$ cat src/rtl/rrp_pkg.sv
// Shared types and constants for the request parser.
// Holds parse modes, event codes, the result struct and the ping line table.
// No dependencies.
package rrp_pkg;

  typedef enum logic [3:0] {
    MODE_START,
    MODE_PING,
    MODE_COUNT,
    MODE_ELEM,
    MODE_TEXT,
    MODE_BULKLEN,
    MODE_PAYLOAD,
    MODE_TRAIL1,
    MODE_TRAIL2,
    MODE_DROP
  } mode_t;

  typedef enum logic [2:0] {
    EV_BYTE   = 3'd0,
    EV_ARGEND = 3'd1,
    EV_CMDEND = 3'd2,
    EV_PONG   = 3'd3,
    EV_ERROR  = 3'd4
  } event_t;

  localparam int ARGS_W = 21;
  localparam int BULK_W = 30;
  localparam int IDX_W  = 20;
  localparam int CFG_IDX_W  = 2;
  localparam int CFG_DATA_W = 30;

  localparam logic [CFG_IDX_W-1:0] REG_MAX_ARGS = 2'd0;
  localparam logic [CFG_IDX_W-1:0] REG_MAX_BULK = 2'd1;

  localparam logic [ARGS_W-1:0] MAX_ARGS_RST = 21'd1024;
  localparam logic [BULK_W-1:0] MAX_BULK_RST = 30'd536870912;

  localparam logic [7:0] CH_CR     = 8'd13;
  localparam logic [7:0] CH_LF     = 8'd10;
  localparam logic [7:0] CH_STAR   = 8'h2a;
  localparam logic [7:0] CH_PLUS   = 8'h2b;
  localparam logic [7:0] CH_COLON  = 8'h3a;
  localparam logic [7:0] CH_DOLLAR = 8'h24;
  localparam logic [7:0] CH_P      = 8'h50;
  localparam logic [7:0] CH_ZERO   = 8'h30;
  localparam logic [7:0] CH_NINE   = 8'h39;

  localparam logic [2:0] PING_LAST_POS = 3'd5;

  typedef struct packed {
    logic             valid;
    event_t           ev;
    logic [7:0]       data;
    logic [IDX_W-1:0] idx;
    logic             last;
  } result_t;

  function automatic logic [7:0] ping_char(input logic [2:0] pos);
    logic [7:0] c;
    case (pos)
      3'd0:    c = 8'h50;
      3'd1:    c = 8'h49;
      3'd2:    c = 8'h4e;
      3'd3:    c = 8'h47;
      3'd4:    c = 8'd13;
      3'd5:    c = 8'd10;
      default: c = 8'h00;
    endcase
    return c;
  endfunction

endpackage

$ cat src/rtl/resp_request_parser_top.sv
// Request parser top level: configuration registers, input and result registers.
// Accepted bytes wait in the input register; parser results are held in the output register.
// Throughput: one byte per cycle while out_stall does not hold the output register.
// Reset: synchronous active-low rst_n clears the parse state, both valid flags,
// and loads the default argument and bulk length limits. Depends on rrp_pkg, rrp_parser.
module resp_request_parser_top #(
  parameter int NUMBER_WIDTH = 32
) (
  input  logic                            clk,
  input  logic                            rst_n,
  input  logic                            in_valid,
  output logic                            in_stall,
  input  logic [7:0]                      in_byte_in,
  output logic                            out_valid,
  input  logic                            out_stall,
  output logic [2:0]                      out_event_res,
  output logic [7:0]                      out_data_byte,
  output logic [rrp_pkg::IDX_W-1:0]       out_arg_index,
  output logic                            out_last_of_command,
  input  logic                            cfg_valid,
  output logic                            cfg_ready,
  input  logic [rrp_pkg::CFG_IDX_W-1:0]   cfg_index,
  input  logic [rrp_pkg::CFG_DATA_W-1:0]  cfg_data
);

  logic [rrp_pkg::ARGS_W-1:0] max_args_r;
  logic [rrp_pkg::BULK_W-1:0] max_bulk_r;
  logic [7:0]                 byte_r;
  logic                       in_valid_r;
  logic                       out_valid_r;
  rrp_pkg::result_t           out_r;
  rrp_pkg::result_t           res;
  logic                       advance;
  logic                       step_en;

  assign cfg_ready = 1'b1;
  assign advance   = !out_valid_r || !out_stall;
  assign in_stall  = in_valid_r && !advance;
  assign step_en   = in_valid_r && advance;

  always_ff @(posedge clk) begin
    if (!rst_n) begin
      max_args_r <= rrp_pkg::MAX_ARGS_RST;
      max_bulk_r <= rrp_pkg::MAX_BULK_RST;
    end else if (cfg_valid) begin
      unique case (cfg_index)
        rrp_pkg::REG_MAX_ARGS: max_args_r <= cfg_data[rrp_pkg::ARGS_W-1:0];
        rrp_pkg::REG_MAX_BULK: max_bulk_r <= cfg_data[rrp_pkg::BULK_W-1:0];
        default: begin
        end
      endcase
    end
  end

  always_ff @(posedge clk) begin
    if (!rst_n) begin
      in_valid_r <= 1'b0;
    end else if (in_valid && !in_stall) begin
      in_valid_r <= 1'b1;
    end else if (advance) begin
      in_valid_r <= 1'b0;
    end
  end

  always_ff @(posedge clk) begin
    if (in_valid && !in_stall) begin
      byte_r <= in_byte_in;
    end
  end

  rrp_parser #(
    .NUMBER_WIDTH(NUMBER_WIDTH)
  ) u_parser (
    .clk             (clk),
    .rst_n           (rst_n),
    .step_en         (step_en),
    .byte_in         (byte_r),
    .max_arguments   (max_args_r),
    .max_bulk_length (max_bulk_r),
    .res             (res)
  );

  always_ff @(posedge clk) begin
    if (!rst_n) begin
      out_valid_r <= 1'b0;
    end else if (advance) begin
      out_valid_r <= step_en && res.valid;
    end
  end

  always_ff @(posedge clk) begin
    if (step_en && res.valid) begin
      out_r <= res;
    end
  end

  assign out_valid           = out_valid_r;
  assign out_event_res       = out_r.ev;
  assign out_data_byte       = out_r.data;
  assign out_arg_index       = out_r.idx;
  assign out_last_of_command = out_r.last;

endmodule

$ cat src/rtl/rrp_parser.sv
// Parser state and one-byte step logic for the request parser.
// Updates the parse state for each stepped byte and forms at most one result.
// Depends on rrp_pkg.
module rrp_parser #(
  parameter int NUMBER_WIDTH = 32
) (
  input  logic                         clk,
  input  logic                         rst_n,
  input  logic                         step_en,
  input  logic [7:0]                   byte_in,
  input  logic [rrp_pkg::ARGS_W-1:0]   max_arguments,
  input  logic [rrp_pkg::BULK_W-1:0]   max_bulk_length,
  output rrp_pkg::result_t             res
);

  localparam int NW = NUMBER_WIDTH;
  localparam int PW = NW + 4;
  localparam int CW = (NW > 32) ? NW : 32;

  rrp_pkg::mode_t mode_r, mode_nxt;
  logic [NW-1:0]              acc_r, acc_nxt;
  logic                       has_digit_r, has_digit_nxt;
  logic [rrp_pkg::ARGS_W-1:0] args_r, args_nxt;
  logic [rrp_pkg::BULK_W-1:0] bulk_r, bulk_nxt;
  logic [rrp_pkg::IDX_W-1:0]  cur_r, cur_nxt;
  logic [2:0]                 pos_r, pos_nxt;
  logic                       prev_cr_r, prev_cr_nxt;

  logic          is_digit;
  logic [3:0]    digit;
  logic [PW-1:0] prod;
  logic [NW-1:0] acc_step;
  logic [CW-1:0] acc_ext;
  logic [CW-1:0] limit_ext;
  logic          num_bad;
  logic          last_arg;

  logic do_fail, fail_eol, do_close, num_ok, emit_byte, emit_pong;

  assign is_digit  = (byte_in >= rrp_pkg::CH_ZERO) && (byte_in <= rrp_pkg::CH_NINE);
  assign digit     = 4'(byte_in - rrp_pkg::CH_ZERO);
  assign prod      = (PW'(acc_r) << 3) + (PW'(acc_r) << 1) + PW'(digit);
  assign acc_step  = (prod[PW-1:NW] != 4'd0) ? {NW{1'b1}} : prod[NW-1:0];
  assign acc_ext   = CW'(acc_r);
  assign limit_ext = (mode_r == rrp_pkg::MODE_COUNT) ? CW'(max_arguments)
                                                     : CW'(max_bulk_length);
  assign num_bad   = !has_digit_r || (acc_r == '0) || (acc_ext > limit_ext);
  assign last_arg  = (args_r <= rrp_pkg::ARGS_W'(1));

  // Step decode shared by the next-state and output logic.
  always_comb begin
    do_fail   = 1'b0;
    fail_eol  = 1'b0;
    do_close  = 1'b0;
    num_ok    = 1'b0;
    emit_byte = 1'b0;
    emit_pong = 1'b0;
    unique case (mode_r)
      rrp_pkg::MODE_PING: begin
        if ((pos_r > rrp_pkg::PING_LAST_POS) || (byte_in != rrp_pkg::ping_char(pos_r))) begin
          do_fail = 1'b1;
        end else if (pos_r == rrp_pkg::PING_LAST_POS) begin
          emit_pong = 1'b1;
        end
      end
      rrp_pkg::MODE_COUNT, rrp_pkg::MODE_BULKLEN: begin
        if (prev_cr_r) begin
          if (byte_in != rrp_pkg::CH_LF) begin
            do_fail = 1'b1;
          end else if (num_bad) begin
            do_fail  = 1'b1;
            fail_eol = 1'b1;
          end else begin
            num_ok = 1'b1;
          end
        end else if ((byte_in != rrp_pkg::CH_CR) && !is_digit) begin
          do_fail = 1'b1;
        end
      end
      rrp_pkg::MODE_ELEM: begin
        if ((byte_in != rrp_pkg::CH_PLUS) && (byte_in != rrp_pkg::CH_COLON) &&
            (byte_in != rrp_pkg::CH_DOLLAR)) begin
          do_fail = 1'b1;
        end
      end
      rrp_pkg::MODE_TEXT: begin
        if (prev_cr_r) begin
          if (byte_in == rrp_pkg::CH_LF) begin
            do_close = 1'b1;
          end else begin
            do_fail = 1'b1;
          end
        end else if (byte_in != rrp_pkg::CH_CR) begin
          emit_byte = 1'b1;
        end
      end
      rrp_pkg::MODE_PAYLOAD: begin
        emit_byte = 1'b1;
      end
      rrp_pkg::MODE_TRAIL2: begin
        do_close = 1'b1;
      end
      rrp_pkg::MODE_TRAIL1, rrp_pkg::MODE_DROP: begin
      end
      default: begin
        if ((byte_in != rrp_pkg::CH_STAR) && (byte_in != rrp_pkg::CH_P)) begin
          do_fail = 1'b1;
        end
      end
    endcase
  end

  // Next state.
  always_comb begin
    mode_nxt      = mode_r;
    acc_nxt       = acc_r;
    has_digit_nxt = has_digit_r;
    args_nxt      = args_r;
    bulk_nxt      = bulk_r;
    cur_nxt       = cur_r;
    pos_nxt       = pos_r;
    prev_cr_nxt   = prev_cr_r;
    unique case (mode_r)
      rrp_pkg::MODE_PING: begin
        if (pos_r == rrp_pkg::PING_LAST_POS) begin
          pos_nxt  = 3'd0;
          mode_nxt = rrp_pkg::MODE_START;
        end else begin
          pos_nxt = pos_r + 3'd1;
        end
      end
      rrp_pkg::MODE_COUNT, rrp_pkg::MODE_BULKLEN: begin
        if (num_ok) begin
          prev_cr_nxt = 1'b0;
          if (mode_r == rrp_pkg::MODE_COUNT) begin
            args_nxt = acc_ext[rrp_pkg::ARGS_W-1:0];
            cur_nxt  = '0;
            mode_nxt = rrp_pkg::MODE_ELEM;
          end else begin
            bulk_nxt = acc_ext[rrp_pkg::BULK_W-1:0];
            mode_nxt = rrp_pkg::MODE_PAYLOAD;
          end
        end else if (byte_in == rrp_pkg::CH_CR) begin
          prev_cr_nxt = 1'b1;
        end else begin
          acc_nxt       = acc_step;
          has_digit_nxt = 1'b1;
        end
      end
      rrp_pkg::MODE_ELEM: begin
        if (byte_in == rrp_pkg::CH_DOLLAR) begin
          acc_nxt       = '0;
          has_digit_nxt = 1'b0;
          prev_cr_nxt   = 1'b0;
          mode_nxt      = rrp_pkg::MODE_BULKLEN;
        end else begin
          prev_cr_nxt = 1'b0;
          mode_nxt    = rrp_pkg::MODE_TEXT;
        end
      end
      rrp_pkg::MODE_TEXT: begin
        if (!prev_cr_r && (byte_in == rrp_pkg::CH_CR)) begin
          prev_cr_nxt = 1'b1;
        end
      end
      rrp_pkg::MODE_PAYLOAD: begin
        if (bulk_r <= rrp_pkg::BULK_W'(1)) begin
          bulk_nxt = '0;
          mode_nxt = rrp_pkg::MODE_TRAIL1;
        end else begin
          bulk_nxt = bulk_r - rrp_pkg::BULK_W'(1);
        end
      end
      rrp_pkg::MODE_TRAIL1: begin
        mode_nxt = rrp_pkg::MODE_TRAIL2;
      end
      rrp_pkg::MODE_TRAIL2: begin
      end
      rrp_pkg::MODE_DROP: begin
        if (prev_cr_r && (byte_in == rrp_pkg::CH_LF)) begin
          prev_cr_nxt = 1'b0;
          mode_nxt    = rrp_pkg::MODE_START;
        end else begin
          prev_cr_nxt = (byte_in == rrp_pkg::CH_CR);
        end
      end
      default: begin
        args_nxt = '0;
        cur_nxt  = '0;
        if (byte_in == rrp_pkg::CH_STAR) begin
          acc_nxt       = '0;
          has_digit_nxt = 1'b0;
          prev_cr_nxt   = 1'b0;
          mode_nxt      = rrp_pkg::MODE_COUNT;
        end else begin
          pos_nxt  = 3'd1;
          mode_nxt = rrp_pkg::MODE_PING;
        end
      end
    endcase

    if (do_close) begin
      prev_cr_nxt = 1'b0;
      if (last_arg) begin
        args_nxt = '0;
        cur_nxt  = '0;
        mode_nxt = rrp_pkg::MODE_START;
      end else begin
        args_nxt = args_r - rrp_pkg::ARGS_W'(1);
        cur_nxt  = cur_r + rrp_pkg::IDX_W'(1);
        mode_nxt = rrp_pkg::MODE_ELEM;
      end
    end

    if (do_fail) begin
      args_nxt      = '0;
      bulk_nxt      = '0;
      cur_nxt       = '0;
      pos_nxt       = 3'd0;
      acc_nxt       = '0;
      has_digit_nxt = 1'b0;
      prev_cr_nxt   = !fail_eol && (byte_in == rrp_pkg::CH_CR);
      mode_nxt      = fail_eol ? rrp_pkg::MODE_START : rrp_pkg::MODE_DROP;
    end
  end

  // Result of the step.
  always_comb begin
    res.valid = do_fail || do_close || emit_byte || emit_pong;
    res.data  = emit_byte ? byte_in : 8'd0;
    res.idx   = (emit_byte || do_close) ? cur_r : '0;
    res.last  = do_close && last_arg;
    if (do_fail) begin
      res.ev = rrp_pkg::EV_ERROR;
    end else if (do_close) begin
      res.ev = last_arg ? rrp_pkg::EV_CMDEND : rrp_pkg::EV_ARGEND;
    end else if (emit_pong) begin
      res.ev = rrp_pkg::EV_PONG;
    end else begin
      res.ev = rrp_pkg::EV_BYTE;
    end
  end

  always_ff @(posedge clk) begin
    if (!rst_n) begin
      mode_r      <= rrp_pkg::MODE_START;
      acc_r       <= '0;
      has_digit_r <= 1'b0;
      args_r      <= '0;
      bulk_r      <= '0;
      cur_r       <= '0;
      pos_r       <= 3'd0;
      prev_cr_r   <= 1'b0;
    end else if (step_en) begin
      mode_r      <= mode_nxt;
      acc_r       <= acc_nxt;
      has_digit_r <= has_digit_nxt;
      args_r      <= args_nxt;
      bulk_r      <= bulk_nxt;
      cur_r       <= cur_nxt;
      pos_r       <= pos_nxt;
      prev_cr_r   <= prev_cr_nxt;
    end
  end

endmodule
$ cat config.mk
export PLATFORM = sky130hd
export DESIGN_NAME = resp_request_parser_top
export DESIGN_NICKNAME = d
export VERILOG_FILES = /design/src/rtl/rrp_pkg.sv /design/src/rtl/resp_request_parser_top.sv /design/src/rtl/rrp_parser.sv
export SDC_FILE = /design/constraint.sdc
export NUM_CORES = 1
export LEC_CHECK = 0
export BUFFER_PORTS_ARGS = -buffer_cell sky130_fd_sc_hd__buf_2
export CORE_ASPECT_RATIO = 0.5
export CORE_MARGIN = 2
export CORE_UTILIZATION = 44
export CTS_CLUSTER_DIAMETER = 80
export DETAILED_ROUTE_END_ITERATION = 10
export GPL_ROUTABILITY_DRIVEN = 1
export HOLD_SLACK_MARGIN = 0.05
export PLACE_DENSITY = 0.66
export SYNTH_ARGS = -nofsm -noshare
export SYNTH_HDL_FRONTEND = slang
export SYNTH_SLANG_ARGS = --single-unit
export TNS_END_PERCENT = 100
$ cat constraint.sdc
create_clock -name clk -period 12.9 [get_ports clk]
set_input_delay 1.29 -clock clk [delete_from_list [all_inputs] [get_ports clk]]
set_output_delay 1.29 -clock clk [all_outputs]
set_load 0.05 [all_outputs]
==> results of run 1 <==
-- cell type report --
class | count | area [sq um]
fill | 2617 | 14000
multi-input combinational | 1206 | 7790
sequential | 205 | 4500
clock buffer | 25 | 541
tap | 382 | 478
timing repair buffer | 87 | 458
clock inverter | 12 | 221
inverter | 24 | 91.3
-- stage by stage --
| stage | hold WS, ns | cells | setup slack, ns |
|---|---|---|---|
| floorplan | 0.436 | 1522 | 7.65 |
| global placement | 0.443 | 1904 | 7.49 |
| detailed placement | 0.446 | 1904 | 7.23 |
| CTS | 0.456 | 1941 | 7.21 |
| global route | 0.470 | 1941 | 6.52 |
| finish | 0.456 | 1941 | 7.09 |
-- flip-flops by register name, summed over array words and instances (netlist names), 4 cells and up --
register and flops:
max_args_r 21, u_parser.mode_r 4, byte_r 8, u_parser.bulk_r 30, u_parser.cur_r 20, max_bulk_r 30
out_arg_index 20, out_data_byte 8, u_parser.args_r 21, u_parser.acc_ext 32
-- layer usage --
layer	share of wire, %	global-route usage (%)	up-vias
li1	-	-	5685
met2	44	37.6	357
met5	0	0	-
met1	46	33.1	5619
met3	6.7	5.07	80
met4	2.9	7.50	0
-- cell usage after synthesis, drive strengths merged (15+ instances only) --
master    n
nor3     50
a21o     16
dfxtp   165
nand4    19
a21oi   160
xnor2    36
o21ai    88
a22o     20
a221o    32
and3     18
edfxtp   40
clkbuf   75
inv      24
mux2i    25
nor2    100
ha       98
nand3    30
nor4     28
xor2     28
and2     36
nand2   225
a31oi    15
-- worst max path at each step --
| stage | startpoint | to | slack [ns] | depth (start not counted) |
|---|---|---|---|---|
| 2_1_floorplan | u_parser.mode_r[3]$_SDFFE_PN0P_ | out_arg_index[0]$_SDFFCE_PN0P_ | 7.65 | 14 |
| 3_3_place_gp | u_parser.mode_r[3]$_SDFFE_PN0P_ | u_parser.bulk_r[27]$_SDFFE_PN0P_ | 7.49 | 14 |
| 3_5_place_dp | u_parser.mode_r[3]$_SDFFE_PN0P_ | u_parser.bulk_r[17]$_SDFFE_PN0P_ | 7.23 | 14 |
| 4_1_cts | u_parser.mode_r[3]$_SDFFE_PN0P_ | u_parser.bulk_r[27]$_SDFFE_PN0P_ | 7.21 | 14 |
| 5_1_grt | u_parser.mode_r[3]$_SDFFE_PN0P_ | u_parser.bulk_r[27]$_SDFFE_PN0P_ | 6.52 | 14 |
| 6_report | u_parser.mode_r[3]$_SDFFE_PN0P_ | u_parser.bulk_r[21]$_SDFFE_PN0P_ | 7.09 | 14 |
-- power groups by stage --
stage | Clock [mW] | Combinational [mW] | Sequential, mW
2_1_floorplan | 0 | 0.118 | 0.712
3_3_place_gp | 0 | 0.173 | 0.703
3_5_place_dp | 0 | 0.176 | 0.704
4_1_cts | 0.703 | 0.177 | 0.689
5_1_grt | 0.731 | 0.197 | 0.692
6_report | 0.696 | 0.179 | 0.690
-- kinds of logic after synthesis --
group	share of synthesized area, %
AND/OR/NAND/NOR	22.9
multiplexers	1.97
flip-flops	35.4
adder cells (fa/ha/maj)	9.95
other	0.0295
buffers and inverters	3.56
XOR/XNOR	4.41
AO/OA/AOI/OAI	21.7
-- worst reg2reg max path: cells and delay by family, from the launching register on --
family,cells,cell delay (ns)
buffers and inverters,1,0.40
flip-flops,1,0.72
adder cells (fa/ha/maj),1,0.32
AO/OA/AOI/OAI,5,2.21
AND/OR/NAND/NOR,7,2.10
==> results.json, run 1 <==
{
  "area_growth_syn_to_layout_pct": 10.7,
  "worstMarginPinSlew_ns": 1.27,
  "cts.repair.resized": 0,
  "track_usage_pct": 24.0,
  "final_util_pct": 50.2,
  "drcViolationCount": 0,
  "syn_inst": 1522,
  "most-common-layout-cells": "nand2_1 (225), dfxtp_1 (165), a21oi_1 (160), ha_1 (98), nor2_1 (97)",
  "ys_async_sr_fraction_pct": 0,
  "synth_top_area_share_pct": 26.0,
  "rsz0062_at_grt": "false",
  "endpoint_kind": "flop",
  "crit_path_frequent_cell": "nand2_1",
  "die_h_microns": 124,
  "grt_pass1_wl_microns": 59200,
  "p_seq_share_pct": 44.1,
  "drive_gt1_share_pct": 9.62,
  "yosys_most_used_dff": "dfxtp_1",
  "startpoint_type": "flop",
  "worstRegToRegCells": 14,
  "cts_tree": "done",
  "max-vdd-ir-drop_v": 0.0000809,
  "hold_buffers": 0,
  "period_share_pct": 45.0,
  "drtAntennaViolNets": 0,
  "cts_sinks": 205,
  "antenna_found_initial": 0,
  "drv_slew": 0,
  "num_vias": 11700,
  "synth.avg_cell_area_sq_um": 8.36,
  "die_area_sq_um": 30400,
  "p_leak_nw": 5.91,
  "switching_share_pct": 26.7,
  "vias_per_cell": 6.05,
  "setup_viol": 0,
  "cp_slowest_stage_delay_ns": 0.79,
  "synth_cell_types": 81,
  "switchingPower_uw": 418,
  "dr.pass1.iters": 7,
  "power.internal_mw": 1.15,
  "yosysWarnings": 0,
  "final_net_count": 1690,
  "yosysTopAreaCell": "dfxtp_1",
  "slowest_stage": "a21oi_1",
  "final_common_cell": "nand2_1",
  "maxSlewHeadroom_pct": 14.7,
  "path_clk_slew_ns": 0.07,
  "max_cap_violations": 0,
  "numCtsBuffers": 21,
  "syn_area_sq_um": 12700,
  "start_util_pct": 45.3,
  "postSynthNetCount": 1667,
  "fin_skew_ns": 0.0107,
  "drt_iter0_markers": 1131,
  "grt_overflow_total": 0,
  "clk_latency_ns": 0.51,
  "finalCriticalPeriod_ns": 5.81,
  "r2r-start": "u_parser.mode_r[3]$_SDFFE_PN0P_",
  "ctsHtreeMaxLevel": 1,
  "hold_end": "max_bulk_r[13]$_SDFFE_PN0P_",
  "worstSetupPathType": "flop to flop",
  "r2r_setup_slack_ns": 7.09,
  "required_ns": 13.35,
  "worst-path-max-fanout": 30,
  "min_path_cells": 2,
  "postCtsSetupBuffers": 0,
  "dpl.hpwl_microns": 25700,
  "critPathArrivalTime_ns": 6.25,
  "status": "finished clean",
  "timing.rr.end": "u_parser.bulk_r[21]$_SDFFE_PN0P_",
  "portBuffers": 78,
  "wirelength_microns": 37400,
  "gp_congestion": 0.904,
  "grt_pass1_vias": 11100,
  "cts-root-buf": "clkbuf_16",
  "num_antenna_cells": 0,
  "synth_top_cells_by_area": "dfxtp_1 (26%), ha_1 (9.6%), edfxtp_1 (9.4%)",
  "critPathTopFamily": "compound AO/OA/AOI/OAI gates",
  "io_pins": 80,
  "fin_area_sq_um": 14100,
  "ys_seq_area_share_pct": 35.4,
  "min_from": "max_bulk_r[13]$_SDFFE_PN0P_",
  "core_sq_um": 28100,
  "power.density_nw_per_um2": 111,
  "clkPwrFrac_pct": 44.5,
  "dpl_cell_area_sq_um": 13300,
  "ys_ff_latch": 205,
  "finalHoldViolations": 0,
  "finalSetupTns_ns": 0,
  "fin_total_pwr_mw": 1.57,
  "grt_max_degree": 105,
  "crit_buf_inv": 1,
  "worstPathCellList": "nor2_1 > nand2_1 > buf_4 > nand2_1 > ha_1 > nand4_1 > or4_1 > o21bai_1 > a41oi_2 > nor4_2 > a21oi_1 > o21ai_1 > nor2_2 > a22o_1",
  "combPwrFrac_pct": 11.4,
  "synth_edf_count": 40,
  "hp-class": "flop to flop",
  "clk_path_buf_depth": 3,
  "fp.dieW_microns": 244,
  "fmaxAchievable_mhz": 172,
  "wl_per_cell_microns": 19.3,
  "placementRows": 43
}
Note: power is estimated with default switching activity, not from simulation.
==> run 2: changes to the inputs <==
PLACE_DENSITY = 0.68   (was 0.66)
clock period = 4.7 ns   (was 12.9 ns; I/O delays follow)
==> run 2 against run 1 <==
  * Worst hold slack lost 0.33 ns
  * Sequential cell count is the same
  * Critical endpoint is now u_parser.acc_ext[4]$_SDFFE_PN0P_
  * Sequential power grew to 2.7 times the previous value
  * Register-to-register slack worse by 6.9 ns
  * Clock power increased to 2.5 times the previous value
  * Critical path type unchanged
  * Non-clock buffer count increased by 35
==> results.json, run 2 (synthesis results as in run 1) <==
{
  "endpoint_kind": "flop",
  "vias_per_cell": 6.04,
  "worstSetupPathType": "flop to flop",
  "clk_path_buf_depth": 3,
  "fin_area_sq_um": 14400,
  "num_vias": 11900,
  "num_antenna_cells": 0,
  "wl_per_cell_microns": 19.0,
  "finalCriticalPeriod_ns": 4.50,
  "ctsHtreeMaxLevel": 1,
  "grt_pass1_vias": 11300,
  "core_sq_um": 28100,
  "path_clk_slew_ns": 0.07,
  "startpoint_type": "flop",
  "r2r-start": "u_parser.acc_ext[4]$_SDFFE_PN0P_",
  "worst-path-max-fanout": 8,
  "cp_slowest_stage_delay_ns": 0.71,
  "setup_viol": 0,
  "critPathTopFamily": "compound AO/OA/AOI/OAI gates",
  "worstMarginPinSlew_ns": 1.25,
  "hp-class": "input pin to flop",
  "cts_sinks": 205,
  "io_pins": 80,
  "slowest_stage": "o31ai_2",
  "setup.worst_path.start": "u_parser.acc_ext[4]$_SDFFE_PN0P_",
  "gp_congestion": 0.937,
  "worst_slack_ns": 0.196,
  "die_area_sq_um": 30400,
  "max-vdd-ir-drop_v": 0.000246,
  "die_h_microns": 124,
  "cts-root-buf": "clkbuf_16",
  "track_usage_pct": 24.2,
  "finalNonFillerCells": 1978,
  "start_util_pct": 45.3,
  "period_share_pct": 95.8,
  "drcViolationCount": 0,
  "clk_latency_ns": 0.53,
  "status": "finished clean",
  "critPathArrivalTime_ns": 4.92,
  "power.density_nw_per_um2": 287,
  "dp_slack_ns": -0.100,
  "drtAntennaViolNets": 0,
  "maxSlewHeadroom_pct": 16.5,
  "drive_gt1_share_pct": 11.8,
  "final_util_pct": 51.1,
  "numCtsBuffers": 21,
  "max_cap_violations": 0,
  "grt_pass1_wl_microns": 60100,
  "final_net_count": 1726,
  "antenna_found_initial": 0,
  "grt_overflow_total": 0,
  "hold_slack_ns": 0.121,
  "finalSetupTns_ns": 0,
  "fin_total_pwr_mw": 4.13,
  "cts_tree": "done",
  "drv_slew": 0,
  "largest_register_ff_count": 32,
  "grt_max_degree": 107,
  "fin_skew_ns": 0.00857,
  "dpl_cell_area_sq_um": 13600,
  "fp.dieW_microns": 244,
  "required_ns": 5.12,
  "rsz0062_at_grt": "false",
  "dr.pass1.iters": 7,
  "min_from": "in_byte_in[7]",
  "crit_buf_inv": 1,
  "worstPathCellList": "ha_1 > ha_1 > a21o_1 > a21oi_1 > a21oi_1 > o31ai_1 > a32o_1 > nor3_1 > o31ai_2 > a41oi_4 > buf_4 > a221o_1",
  "p_leak_nw": 6.08,
  "dp.cells": 1936,
  "fmaxAchievable_mhz": 222,
  "drt_iter0_markers": 1128,
  "dpl.hpwl_microns": 26300,
  "final_common_cell": "nand2_1",
  "wirelength_microns": 37500,
  "hold_buffers": 0,
  "placementRows": 43,
  "area_growth_syn_to_layout_pct": 12.9,
  "most-common-layout-cells": "nand2_1 (225), dfxtp_1 (165), a21oi_1 (160), ha_1 (98), nor2_1 (97)",
  "finalHoldViolations": 0,
  "portBuffers": 78
}
==> run 2: changes by cell type in the layout (fill, tap and decap cells not counted), moves of 2 or more <==
cell	change
clkinv_1	+2
buf_12	+3
buf_4	+32
bufinv_16	-4
inv_6	+2
clkbuf_8	+2
==> run 2: report_power, final <==
part,leakage (nW),switching [mW],total (mW),internal [mW]
Clock,0.334,0.763,1.74,0.974
Combinational,4.02,0.351,0.511,0.160
Sequential,1.73,0.0379,1.88,1.84
Total,6.08,1.15,4.13,2.98
==> run 2: cell type report <==
class / count / area (sq um)
flip-flops and latches: 205 / 4500
multi-input cells: 1207 / 7840
repair buffers: 122 / 758
clock buffers: 26 / 564
fillers: 2643 / 13700
clock inverters: 12 / 128
inverters: 24 / 91.3
well taps: 382 / 478
==> run 2: repair_timing <==
item / in CTS / in global routing
setup buffers: 0 / 3
setup endpoints to repair: 32 / 55
gates resized for setup: 2 / 3
pin swaps: 0 / 2
cloned: 0 / 1
==> run 2: worst paths after layout <==
check / cells past startpoint / to / slack [ns]
min reg2reg: 2 / max_args_r[2]$_SDFFE_PN0P_ / 0.46
max: 12 / u_parser.acc_ext[4]$_SDFFE_PN0P_ / 0.20
max reg2reg: 12 / u_parser.acc_ext[4]$_SDFFE_PN0P_ / 0.20
min: 1 / byte_r[7]$_DFFE_PP_ / 0.12
==> run 2: metal layers <==
layer	global-route usage [%]	share of wire, %
met5	0	0
met4	8.82	3.4
met3	4.32	7.1
met2	38.8	45
met1	32.7	45
